**src/rtl/modulated_ir_ambient_rejection_defines.svh**
```systemverilog
// Assertion macros shared by the ambient rejection RTL.
// No dependencies; included by the files that carry assertions.
`ifndef MODULATED_IR_AMBIENT_REJECTION_DEFINES_SVH
`define MODULATED_IR_AMBIENT_REJECTION_DEFINES_SVH

// cond must hold on every clock edge outside reset
`define IRAR_ASSERT_HOLDS(label, clk, rst, cond, msg) \
   label: assert property (@(posedge clk) disable iff (rst) (cond)) \
      else $error(msg);

// cons must hold in the cycle after ante
`define IRAR_ASSERT_NEXT(label, clk, rst, ante, cons, msg) \
   label: assert property (@(posedge clk) disable iff (rst) (ante) |=> (cons)) \
      else $error(msg);

`endif

```
**src/rtl/irar_pkg.sv**
```systemverilog
// Types and fixed constants of the modulated IR ambient rejection block.
// No dependencies; used by irar_cell, irar_level and the top level.
`default_nettype none

package irar_pkg;

   localparam int CHANNELS      = 2;
   localparam int REAR          = 0;
   localparam int FRONT         = 1;
   localparam int FIELD_BITS    = 12;
   localparam int LEVEL_BITS    = 12;
   localparam int REQ_DATA_BITS = 24;
   localparam int RSP_DATA_BITS = 32;
   localparam int RSP_PAD_BITS  = RSP_DATA_BITS - 1 - 2 * LEVEL_BITS;

   typedef struct packed {
      logic lit;
      logic dark;
   } shift_ctl_type;

   typedef struct packed {
      logic d_load;
      logic p_load;
   } stage_ctl_type;

endpackage

`default_nettype wire

```
**src/rtl/modulated_ir_ambient_rejection.sv**
```systemverilog
// Modulated IR ambient rejection: one sample pair per transfer in, one status
// transfer out. A row of window cells per channel, running sums, 4-stage result pipe.
// Depends on irar_pkg, irar_cell, irar_level and the assertion macro header.
//
// One tick transfer is taken every clock cycle while req_tready is high; its result
// passes through four register stages (step/window update, difference, reciprocal
// product, quotient fix-up into the output register). The stages collapse bubbles, so
// input is still taken while a result waits on rsp_tready, until all four hold items.
// Window sums are kept running: each write adds the new sample and drops the one
// shifted out of the last cell, so no sum tree is needed. Reset clears windows, sums,
// step counter, emitter and levels.
`default_nettype none

`include "modulated_ir_ambient_rejection_defines.svh"

module modulated_ir_ambient_rejection #(
   parameter int WINDOW_LEN  = 4,
   parameter int CYCLE_TICKS = 8,
   parameter int SAMPLE_BITS = 12
) (
   input  wire                                  clock,
   input  wire                                  reset,
   input  wire                                  csr_valid,
   output logic                                 csr_ready,
   input  wire [0:0]                            csr_data,   // emitter_enable
   input  wire                                  req_tvalid,
   output logic                                 req_tready,
   input  wire [irar_pkg::REQ_DATA_BITS-1:0]    req_tdata,  // rear_sample, front_sample
   output logic                                 rsp_tvalid,
   input  wire                                  rsp_tready,
   output logic [irar_pkg::RSP_DATA_BITS-1:0]   rsp_tdata,  // emitter_on, rear_level,
                                                            // front_level, zero pad
   output logic [0:0]                           rsp_tuser   // levels_updated
);

   localparam int SUM_W   = SAMPLE_BITS + $clog2(WINDOW_LEN);
   localparam int STEP_W  = $clog2(CYCLE_TICKS + 1);
   localparam int CH      = irar_pkg::CHANNELS;
   localparam int FB      = irar_pkg::FIELD_BITS;
   localparam int LB      = irar_pkg::LEVEL_BITS;
   localparam longint SUM_MAX = longint'(WINDOW_LEN) * ((64'd1 << SAMPLE_BITS) - 1);

   // configuration
   logic enable_ff;
   logic enable_in;

   assign csr_ready = 1'b1;
   assign enable_in = (csr_valid && csr_ready) ? csr_data[0] : enable_ff;

   // step sequencing
   logic              req_acc;
   logic [STEP_W-1:0] step_ff;
   logic [STEP_W-1:0] step_in;
   logic [STEP_W-1:0] step_next;
   logic              is_fire;
   logic              is_lit;
   logic              is_dark;
   logic              emit_ff;
   logic              emit_in;

   assign req_acc   = req_tvalid && req_tready;
   assign step_next = step_ff + STEP_W'(1);
   assign is_fire   = (step_next == STEP_W'(1));
   assign is_lit    = (step_next == STEP_W'(2));
   assign is_dark   = (step_next == STEP_W'(CYCLE_TICKS));
   assign step_in   = !req_acc ? step_ff : (is_dark ? '0 : step_next);

   always_comb begin
      emit_in = emit_ff;
      priority if (req_acc && is_fire && enable_ff) begin
         emit_in = 1'b1;
      end else if (req_acc && is_lit) begin
         emit_in = 1'b0;
      end else begin
         emit_in = emit_ff;
      end
   end

   // window cells and running sums
   irar_pkg::shift_ctl_type shift;
   logic [SAMPLE_BITS-1:0]  smp      [CH];
   logic [SAMPLE_BITS-1:0]  lit_q    [CH][WINDOW_LEN];
   logic [SAMPLE_BITS-1:0]  dark_q   [CH][WINDOW_LEN];
   logic [SUM_W-1:0]        lit_sum_ff  [CH];
   logic [SUM_W-1:0]        lit_sum_in  [CH];
   logic [SUM_W-1:0]        dark_sum_ff [CH];
   logic [SUM_W-1:0]        dark_sum_in [CH];

   assign shift.lit  = req_acc && is_lit;
   assign shift.dark = req_acc && is_dark;

   assign smp[irar_pkg::REAR]  = SAMPLE_BITS'(req_tdata[FB-1:0]);
   assign smp[irar_pkg::FRONT] = SAMPLE_BITS'(req_tdata[2*FB-1:FB]);

   for (genvar c = 0; c < CH; c++) begin : g_ch
      for (genvar k = 0; k < WINDOW_LEN; k++) begin : g_cell
         if (k == 0) begin : g_head
            irar_cell #(.SAMPLE_BITS(SAMPLE_BITS)) u_cell (
               .clock    (clock),
               .reset    (reset),
               .shift    (shift),
               .lit_in   (smp[c]),
               .dark_in  (smp[c]),
               .lit_out  (lit_q[c][k]),
               .dark_out (dark_q[c][k])
            );
         end else begin : g_body
            irar_cell #(.SAMPLE_BITS(SAMPLE_BITS)) u_cell (
               .clock    (clock),
               .reset    (reset),
               .shift    (shift),
               .lit_in   (lit_q[c][k-1]),
               .dark_in  (dark_q[c][k-1]),
               .lit_out  (lit_q[c][k]),
               .dark_out (dark_q[c][k])
            );
         end
      end

      assign lit_sum_in[c] = shift.lit
         ? lit_sum_ff[c] + SUM_W'(smp[c]) - SUM_W'(lit_q[c][WINDOW_LEN-1])
         : lit_sum_ff[c];
      assign dark_sum_in[c] = shift.dark
         ? dark_sum_ff[c] + SUM_W'(smp[c]) - SUM_W'(dark_q[c][WINDOW_LEN-1])
         : dark_sum_ff[c];
   end

   // result pipeline control
   logic v1_ff, v2_ff, v3_ff, rsp_v_ff;
   logic v1_in, v2_in, v3_in, rsp_v_in;
   logic rdy1, rdy2, rdy3, adv4;
   logic e1_ff, e2_ff, e3_ff, rsp_e_ff;
   logic u1_ff, u2_ff, u3_ff, rsp_u_ff;
   logic held_load;
   irar_pkg::stage_ctl_type stage_ctl;

   assign adv4 = !rsp_v_ff || rsp_tready;
   assign rdy3 = !v3_ff || adv4;
   assign rdy2 = !v2_ff || rdy3;
   assign rdy1 = !v1_ff || rdy2;

   assign req_tready = rdy1;

   assign v1_in    = rdy1 ? req_acc : v1_ff;
   assign v2_in    = rdy2 ? v1_ff   : v2_ff;
   assign v3_in    = rdy3 ? v2_ff   : v3_ff;
   assign rsp_v_in = adv4 ? v3_ff   : rsp_v_ff;

   assign stage_ctl.d_load = rdy2;
   assign stage_ctl.p_load = rdy3;
   assign held_load        = adv4 && v3_ff && u3_ff;

   // stage 1 payload: sums as left by this item
   logic [SUM_W-1:0] dsum1_ff [CH];
   logic [SUM_W-1:0] lsum1_ff [CH];
   logic [SUM_W-1:0] level_q  [CH];
   logic [LB-1:0]    held_ff  [CH];

   for (genvar c = 0; c < CH; c++) begin : g_lvl
      irar_level #(.SUM_W(SUM_W), .WINDOW_LEN(WINDOW_LEN)) u_level (
         .clock    (clock),
         .ctl      (stage_ctl),
         .dark_sum (dsum1_ff[c]),
         .lit_sum  (lsum1_ff[c]),
         .level    (level_q[c])
      );
   end

   always_ff @(posedge clock) begin
      if (reset) begin
         enable_ff <= 1'b0;
         step_ff   <= '0;
         emit_ff   <= 1'b0;
         v1_ff     <= 1'b0;
         v2_ff     <= 1'b0;
         v3_ff     <= 1'b0;
         rsp_v_ff  <= 1'b0;
         for (int c = 0; c < CH; c++) begin
            lit_sum_ff[c]  <= '0;
            dark_sum_ff[c] <= '0;
            held_ff[c]     <= '0;
         end
      end else begin
         enable_ff <= enable_in;
         step_ff   <= step_in;
         emit_ff   <= emit_in;
         v1_ff     <= v1_in;
         v2_ff     <= v2_in;
         v3_ff     <= v3_in;
         rsp_v_ff  <= rsp_v_in;
         for (int c = 0; c < CH; c++) begin
            lit_sum_ff[c]  <= lit_sum_in[c];
            dark_sum_ff[c] <= dark_sum_in[c];
            if (held_load) begin
               held_ff[c] <= LB'(level_q[c]);
            end
         end
      end
   end

   always_ff @(posedge clock) begin
      if (rdy1) begin
         e1_ff <= emit_in;
         u1_ff <= is_dark;
         for (int c = 0; c < CH; c++) begin
            dsum1_ff[c] <= dark_sum_in[c];
            lsum1_ff[c] <= lit_sum_in[c];
         end
      end
      if (rdy2) begin
         e2_ff <= e1_ff;
         u2_ff <= u1_ff;
      end
      if (rdy3) begin
         e3_ff <= e2_ff;
         u3_ff <= u2_ff;
      end
      if (adv4) begin
         rsp_e_ff <= e3_ff;
         rsp_u_ff <= u3_ff;
      end
   end

   assign rsp_tvalid   = rsp_v_ff;
   assign rsp_tuser[0] = rsp_u_ff;
   assign rsp_tdata    = {{irar_pkg::RSP_PAD_BITS{1'b0}}, held_ff[irar_pkg::FRONT],
                          held_ff[irar_pkg::REAR], rsp_e_ff};

   `IRAR_ASSERT_NEXT(a_step_wraps, clock, reset, req_acc && is_dark, step_ff == '0,
      "step counter did not wrap after the off-window step")
   `IRAR_ASSERT_NEXT(a_held_stable, clock, reset, !held_load,
      $stable(held_ff[irar_pkg::REAR]) && $stable(held_ff[irar_pkg::FRONT]),
      "held level changed without an update transfer")
   `IRAR_ASSERT_NEXT(a_stage1_kept, clock, reset, v1_ff && !rdy2, v1_ff,
      "stage 1 item lost while downstream stalled")
   `IRAR_ASSERT_HOLDS(a_sum_range, clock, reset,
      (longint'(lit_sum_ff[irar_pkg::REAR]) <= SUM_MAX) &&
      (longint'(lit_sum_ff[irar_pkg::FRONT]) <= SUM_MAX) &&
      (longint'(dark_sum_ff[irar_pkg::REAR]) <= SUM_MAX) &&
      (longint'(dark_sum_ff[irar_pkg::FRONT]) <= SUM_MAX),
      "running window sum out of range")

endmodule

`default_nettype wire

```
**src/rtl/irar_cell.sv**
```systemverilog
// One window cell: holds one emitter-on and one emitter-off sample of a channel.
// Depends on irar_pkg (shift_ctl_type).
`default_nettype none

module irar_cell #(
   parameter int SAMPLE_BITS = 12
) (
   input  wire                          clock,
   input  wire                          reset,
   input  wire irar_pkg::shift_ctl_type shift,
   input  wire [SAMPLE_BITS-1:0]        lit_in,
   input  wire [SAMPLE_BITS-1:0]        dark_in,
   output logic [SAMPLE_BITS-1:0]       lit_out,
   output logic [SAMPLE_BITS-1:0]       dark_out
);

   logic [SAMPLE_BITS-1:0] lit_ff;
   logic [SAMPLE_BITS-1:0] dark_ff;
   logic [SAMPLE_BITS-1:0] lit_in_q;
   logic [SAMPLE_BITS-1:0] dark_in_q;

   assign lit_in_q  = shift.lit  ? lit_in  : lit_ff;
   assign dark_in_q = shift.dark ? dark_in : dark_ff;

   always_ff @(posedge clock) begin
      if (reset) begin
         lit_ff  <= '0;
         dark_ff <= '0;
      end else begin
         lit_ff  <= lit_in_q;
         dark_ff <= dark_in_q;
      end
   end

   assign lit_out  = lit_ff;
   assign dark_out = dark_ff;

endmodule

`default_nettype wire

```
**src/rtl/irar_level.sv**
```systemverilog
// Level unit of one channel: |dark sum - lit sum| / window length over two
// register stages (difference, reciprocal product), quotient fixed up at the end.
// Depends on irar_pkg (stage_ctl_type).
`default_nettype none

module irar_level #(
   parameter int SUM_W      = 14,
   parameter int WINDOW_LEN = 4
) (
   input  wire                          clock,
   input  wire irar_pkg::stage_ctl_type ctl,
   input  wire [SUM_W-1:0]              dark_sum,
   input  wire [SUM_W-1:0]              lit_sum,
   output logic [SUM_W-1:0]             level
);

   localparam longint RECIP = (64'd1 << SUM_W) / WINDOW_LEN;

   logic [SUM_W-1:0]   diff;
   logic [SUM_W-1:0]   d2_ff;
   logic [SUM_W-1:0]   d3_ff;
   logic [2*SUM_W-1:0] prod_ff;
   logic [SUM_W-1:0]   q0;
   logic [SUM_W-1:0]   rem;

   assign diff = (dark_sum >= lit_sum) ? dark_sum - lit_sum : lit_sum - dark_sum;

   always_ff @(posedge clock) begin
      if (ctl.d_load) begin
         d2_ff <= diff;
      end
      if (ctl.p_load) begin
         d3_ff   <= d2_ff;
         prod_ff <= (2*SUM_W)'(d2_ff) * (2*SUM_W)'(RECIP);
      end
   end

   // q0 is the quotient or one short of it
   assign q0    = prod_ff[2*SUM_W-1:SUM_W];
   assign rem   = d3_ff - SUM_W'(q0 * SUM_W'(WINDOW_LEN));
   assign level = (rem >= SUM_W'(WINDOW_LEN)) ? q0 + SUM_W'(1) : q0;

endmodule

`default_nettype wire

```
**config.mk**
```make
export PLATFORM = sky130hd
export DESIGN_NAME = modulated_ir_ambient_rejection
export DESIGN_NICKNAME = d
export VERILOG_FILES = /design/src/rtl/irar_pkg.sv /design/src/rtl/modulated_ir_ambient_rejection.sv /design/src/rtl/irar_cell.sv /design/src/rtl/irar_level.sv
export VERILOG_INCLUDE_DIRS = /design/src /design/src/rtl
export SDC_FILE = /design/constraint.sdc
export NUM_CORES = 1
export LEC_CHECK = 0
export BUFFER_PORTS_ARGS = -buffer_cell sky130_fd_sc_hd__buf_2
export CORE_MARGIN = 3
export CORE_UTILIZATION = 45
export CTS_BUF_LIST = sky130_fd_sc_hd__clkbuf_2 sky130_fd_sc_hd__clkbuf_4 sky130_fd_sc_hd__clkbuf_8
export DETAILED_ROUTE_END_ITERATION = 6
export GPL_TIMING_DRIVEN = 0
export HOLD_SLACK_MARGIN = 0.06
export PLACE_DENSITY_LB_ADDON = 0.3
export SKIP_CTS_REPAIR_TIMING = 1
export SLEW_MARGIN = 15
export SYNTH_ARGS = -nofsm -noshare
export SYNTH_HDL_FRONTEND = slang
export SYNTH_SLANG_ARGS = --single-unit
export TNS_END_PERCENT = 100
```
**constraint.sdc**
```tcl
create_clock -name clock -period 4.9 [get_ports clock]
set_input_delay 0.49 -clock clock [delete_from_list [all_inputs] [get_ports clock]]
set_output_delay 0.49 -clock clock [all_outputs]
set_load 0.02 [all_outputs]
```
# After elaboration in Yosys (flattened, before gate mapping)
# Memory sizes are Yosys's and may differ from the RTL's.
# Cells that the tools add are included.
# W data, S select, Z words.
# totals
memories,5
register_bits,266
mem_bits_rw,136
word_cells,110
# classes
n_eq_ne,3
n_addsub,17
order_cmp,4
n_reduce_logical,15
n_bitwise,6
mux,25
# mem_list
name,words,word_bits,read_ports,rd_clocked_by_memory_dff,wr,line_no,text
dark_sum_ff,2,14,2,0,2,modulated_ir_ambient_rejection.sv:86,logic [SUM_W-1:0] dark_sum_ff [CH];
dsum1_ff,2,14,2,0,2,modulated_ir_ambient_rejection.sv:154,logic [SUM_W-1:0] dsum1_ff [CH];
lit_sum_ff,2,14,2,0,2,modulated_ir_ambient_rejection.sv:84,logic [SUM_W-1:0] lit_sum_ff [CH];
lsum1_ff,2,14,2,0,2,modulated_ir_ambient_rejection.sv:155,logic [SUM_W-1:0] lsum1_ff [CH];
held_ff,2,12,2,0,2,modulated_ir_ambient_rejection.sv:157,logic [LB-1:0] held_ff [CH];
# ops
cell,n
$mux W14,10
$sub A14 B14 Y14,6
$add A14 B12 Y14,4
$sub A14 B12 Y14,4
$mux W12,4
$ge A14 B14 Y1,2
$ge A14 B3 Y1 const B,2
$add A12 B1 Y12 const B,2
$mux W1,10
$logic_and A1 B1 Y1,7
$or A1 B1 Y1,6
$add A4 B1 Y4 const B,1
$eq A4 B1 Y1 const B,1
$eq A4 B2 Y1 const B,1
$eq A4 B4 Y1 const B,1
$logic_not A1 Y1,4
$logic_or A1 B1 Y1,4
$mux W4,1

# Longest topological paths before layout
# logic_depth
ltp_word,9
depth_mapped,12

# Hierarchy
# Synthesis repeated with hierarchy kept, for this count alone.
# hier_totals
cells_unflattened,2037
hier_area_um2,20568.5
# modules_own_cells
module,seq_area_each_um2,cells_per_inst,n_inst,area_per_inst_um2
modulated_ir_ambient_rejection,3963.8,1003,1,9658.0
irar_cell,480.5,76,8,843.3
irar_level,720.7,213,2,2082.0

# Least setup slack after synthesis
# OpenSTA, ideal clock, no wires.
# synth_timing
path_type,input to register
from,input rsp_tready
to,"memory dsum1_ff[0][13], data pin"
stages,9
path_slack_ns,1.077
t_arrival_ns,3.555
setup_ns,0.268
cell_sequence,and4b_1 -> clkbuf_1 -> nand2_1 -> nand2_1 -> or3_1 -> buf_2 -> buf_2 -> a221oi_1 -> nand3_1
# synth_lines
item,line_no,text
"start, declared",modulated_ir_ambient_rejection.sv:30,"input wire rsp_tready,"
"end, declared",modulated_ir_ambient_rejection.sv:154,

# Worst setup path in the final report
# layout_timing
from,register step_ff[0]
to,register g_ch[1].g_cell[0].g_head.u_cell.lit_ff[7]
# layout_between
elab_chain_len,3
# layout_lines
item,line_no,text
"start, declared",modulated_ir_ambient_rejection.sv:52,logic [STEP_W-1:0] step_ff;
"start signal, assigned",modulated_ir_ambient_rejection.sv:185,step_ff <= step_in;
$add A4 B1 Y4,modulated_ir_ambient_rejection.sv:62,assign step_next = step_ff + STEP_W'(1);
$eq A4 B2 Y1,modulated_ir_ambient_rejection.sv:64,assign is_lit = (step_next == STEP_W'(2));
$logic_and A1 B1 Y1,modulated_ir_ambient_rejection.sv:89,assign shift.lit = req_acc && is_lit;
"end signal, assigned",irar_cell.sv:30,lit_ff <= lit_in_q;
"end, declared",irar_cell.sv:17,logic [SAMPLE_BITS-1:0] lit_ff;
# No other way between the ends.
# A chain may end at the register's enable or synchronous reset.

==> impl_metrics.json <==
{
  "syn2layout_area_growth_pct": 12.59,
  "yosysUniqueCellTypes": 69,
  "row_count": 76,
  "overflow": 0,
  "drt-initial-drc-count": 817,
  "final_cell_count_no_fill": 3022,
  "comb_power_share": 0.176,
  "grt_pass1_vias": 14930,
  "die_height_um": 217.8,
  "n_fill_cell": 4102,
  "cts-htree-levels": 3,
  "rsz0062_at_grt": "no",
  "dp.cells": 2901,
  "synth-main-ff-cell": "sky130_fd_sc_hd__dfxtp_1",
  "avgRoutedWirePerCell_um": 16.10,
  "place.port_buffers": 56,
  "io-pin-count": 66,
  "postSynth.asyncResetShare": 0,
  "cts_tree": "done",
  "p_sw_mw": 2.279,
  "outcome": "complete, no violations",
  "place_ws_ns": 1.298,
  "timing.critical_path.to_type": "flip-flop",
  "drive_gt1_frac": 0.1005,
  "root_buffer": "sky130_fd_sc_hd__clkbuf_8",
  "finalHoldViolations": 0,
  "final_critical_path_required_period_ns": 3.367,
  "timing.final.crit_share": 0.6871,
  "seq_pwr_share": 0.447,
  "drt_drc_violations_left": 0,
  "detail-route-antenna-nets": 0,
  "antenna_found_initial": 0,
  "synth.ff_latch_count": 394,
  "placed_area_um2": 21240,
  "internal_power_mw": 6.153,
  "slew_violations": 0,
  "clock_buffers_created_by_tritoncts": 68,
  "dpl.hpwl_um": 37950,
  "remaining_max_slew_budget_at_the_tightest_pin": 0.2658,
  "fp.dieArea_um2": 47430,
  "worstMarginPinSlew_ns": 1.087,
  "ctsLongestPathBuffers": 3,
  "timing.fmax_mhz": 297.0,
  "timing.critical_path.arrival_ns": 3.90,
  "static-leakage-power_nw": 9.205,
  "cts.reportedPaths.clkPinSlew_ns": 0.06,
  "final_net_count": 2578,
  "synth_enable_flop_cells": 136,
  "post-route-worst-setup-slack_ns": 1.533,
  "finalSetupViolCount": 0,
  "post_synthesis_average_cell_area_um2": 8.958,
  "worst_skew_pair_later_pin_latency_ns": 0.61,
  "power.clock.fraction": 0.377,
  "finalWeightedCongestion": 0.8863,
  "hp-class": "in2reg",
  "switching_share": 0.2703,
  "grt_usage": 0.2063,
  "crit_fanout": 10,
  "drv.max_cap_violation_count": 0,
  "synthesis.instances": 2253,
  "routed_via_density": 5.146,
  "setup.worst_path.start_class": "flip-flop",
  "grt_start_max_net_pins": 61,
  "power.ir.vdd_worst_v": 0.0002244,
  "stdcell_area_um2": 22720,
  "yosys_warnings": 0,
  "design.core.area_um2": 43650,
  "insertedDiodeCount": 0,
  "final_tns_setup_ns": 0,
  "postRouteWirelength_um": 48650,
  "synthesis.area_um2": 20180,
  "clkSinkCount": 394,
  "crit_type": "reg2reg",
  "worst-endpoint-required_ns": 5.43,
  "worst_clock_skew_ns": 0.02860,
  "grt_first_pass_wirelength_um": 77870,
  "start_util": 0.4624,
  "synth.yosys.seq_area_share": 0.4583,
  "p_per_area_nw_per_um2": 371.1,
  "dr.pass1.iters": 5,
  "via_count": 15550,
  "fp.dieW_um": 217.8
}
==> metrics by stage <==
step           hold WS, ns  power, mW    util
3_3_place_gp        0.4008      5.280  0.4861
3_5_place_dp        0.4045      5.307  0.4866
6_report            0.1292      8.432  0.5206
2_1_floorplan       0.4003      4.955       -
5_1_grt             0.1345      8.859  0.5206
4_1_cts            0.07592      8.511  0.5206
==> critical path: stages (launching register included) <==
cell and delay (ns):
sky130_fd_sc_hd__dfxtp_1 0.39, sky130_fd_sc_hd__ha_1 0.27, sky130_fd_sc_hd__and2_1 0.17, sky130_fd_sc_hd__a211oi_1 0.32, sky130_fd_sc_hd__nand4b_1 0.48, sky130_fd_sc_hd__clkbuf_1 0.74, sky130_fd_sc_hd__clkbuf_1 0.61, sky130_fd_sc_hd__nand2_1 0.12
sky130_fd_sc_hd__a21oi_1 0.18
==> flip-flops by register name, indices dropped and copies added, names as in the netlist, 28 cells and up <==
register                            cells
lit_sum_ff                             28
g_ch.g_cell.g_body.u_cell.lit_out      72
dsum1_ff                               28
lsum1_ff                               28
dark_sum_ff                            28
g_ch.g_cell.g_body.u_cell.dark_out     72
==> metal layers <==
metal / vias to the layer above / track usage / part of all wire / routed length (um)
met3: 107 / 0.03024 / 0.049 / 2401
met5: - / 0 / 0 / 0
li1: 7818 / - / - / -
met4: 0 / 0.06958 / 0.028 / 1381
met1: 7225 / 0.2799 / 0.46 / 22590
met2: 400 / 0.3398 / 0.46 / 22280
==> synthesized netlist by cell type (5+ instances only) <==
library cell / count / share of area
sky130_fd_sc_hd__and3_1: 8 / 0.0025
sky130_fd_sc_hd__or2_2: 5 / 0.0015
sky130_fd_sc_hd__buf_2: 39 / 0.0097
sky130_fd_sc_hd__o31ai_1: 14 / 0.0052
sky130_fd_sc_hd__mux2i_1: 26 / 0.013
sky130_fd_sc_hd__a211o_1: 7 / 0.0030
sky130_fd_sc_hd__a21oi_1: 275 / 0.068
sky130_fd_sc_hd__a21o_1: 33 / 0.012
sky130_fd_sc_hd__dfxtp_1: 258 / 0.26
sky130_fd_sc_hd__nand3_1: 17 / 0.0042
sky130_fd_sc_hd__nor2_1: 59 / 0.011
sky130_fd_sc_hd__and2_1: 69 / 0.021
sky130_fd_sc_hd__xor2_1: 27 / 0.012
sky130_fd_sc_hd__fa_1: 48 / 0.048
sky130_fd_sc_hd__o21ai_0: 87 / 0.022
sky130_fd_sc_hd__a31oi_1: 21 / 0.0065
sky130_fd_sc_hd__nor3_1: 14 / 0.0035
sky130_fd_sc_hd__clkbuf_1: 65 / 0.012
sky130_fd_sc_hd__inv_1: 258 / 0.048
sky130_fd_sc_hd__o21a_1: 17 / 0.0063
sky130_fd_sc_hd__ha_1: 114 / 0.071
sky130_fd_sc_hd__a211oi_1: 26 / 0.0097
sky130_fd_sc_hd__xnor2_1: 20 / 0.0087
sky130_fd_sc_hd__or3_1: 7 / 0.0022
sky130_fd_sc_hd__o2111ai_1: 5 / 0.0022
sky130_fd_sc_hd__o21bai_1: 9 / 0.0033
sky130_fd_sc_hd__buf_4: 9 / 0.0033
sky130_fd_sc_hd__nor2b_1: 10 / 0.0031
sky130_fd_sc_hd__nand2b_1: 11 / 0.0034
sky130_fd_sc_hd__o211ai_1: 14 / 0.0052
sky130_fd_sc_hd__nand4_1: 15 / 0.0046
sky130_fd_sc_hd__nand2_1: 456 / 0.085
sky130_fd_sc_hd__o31a_1: 5 / 0.0022
sky130_fd_sc_hd__mux2_2: 6 / 0.0033
sky130_fd_sc_hd__edfxtp_1: 136 / 0.20
==> cells in the final DEF (no fill, tap or decap), types with 27 or more instances in the layout <==
master / n
sky130_fd_sc_hd__dfxtp_1: 258
sky130_fd_sc_hd__buf_2: 95
sky130_fd_sc_hd__xor2_1: 27
sky130_fd_sc_hd__nand2_1: 455
sky130_fd_sc_hd__o21ai_0: 86
sky130_fd_sc_hd__clkbuf_8: 84
sky130_fd_sc_hd__fa_1: 48
sky130_fd_sc_hd__inv_1: 258
sky130_fd_sc_hd__a21o_1: 33
sky130_fd_sc_hd__and2_1: 69
sky130_fd_sc_hd__edfxtp_1: 136
sky130_fd_sc_hd__ha_1: 114
sky130_fd_sc_hd__a21oi_1: 275
sky130_fd_sc_hd__nor2_1: 59
sky130_fd_sc_hd__clkbuf_1: 65
==> power groups by stage <==
stage	Sequential (mW)	Clock [mW]	Combinational, mW
after detailed placement	3.84	0	1.47
final	3.77	3.18	1.48
after CTS	3.77	3.27	1.47
after global placement	3.83	0	1.45
after floorplan	3.83	0	1.12
after global routing	3.79	3.40	1.66
==> cell type report <==
type / count / area (um^2) / area share
tap: 585 / 732.0 / 0.03221
buffer: 116 / 519.2 / 0.02285
inverter: 258 / 968.4 / 0.04262
timing repair buffer: 57 / 291.5 / 0.01283
multi-input combinational: 1491 / 9479 / 0.4172
sequential: 394 / 9249 / 0.4070
clock inverter: 19 / 192.7 / 0.008480
clock buffer: 102 / 1291 / 0.05683
==> cells by family after synthesis <==
logic type                 synth area share
adders and majority gates            0.1183
and+or+nand+nor                      0.1505
xor gates and xnor gates            0.02040
DFF                                  0.4583
buffers and inverters               0.07371
muxes                               0.01699
other                             0.0003721
AOI/OAI and AO/OA                    0.1614
==> worst paths after layout <==
check	from	to	slack, ns	cells past startpoint
worst max-delay path	step_ff[0]	g_ch[1].g_cell[0].g_head.u_cell.lit_out[7]	1.53	8
worst min-delay path	csr_data	enable_ff	0.13	3
worst max register to register	step_ff[0]	g_ch[1].g_cell[0].g_head.u_cell.lit_out[7]	1.53	8
worst min register to register	g_lvl[0].u_level.d2_ff[13]	g_lvl[0].u_level.d3_ff[13]	0.41	0
(Power assumes the default switching activity.)
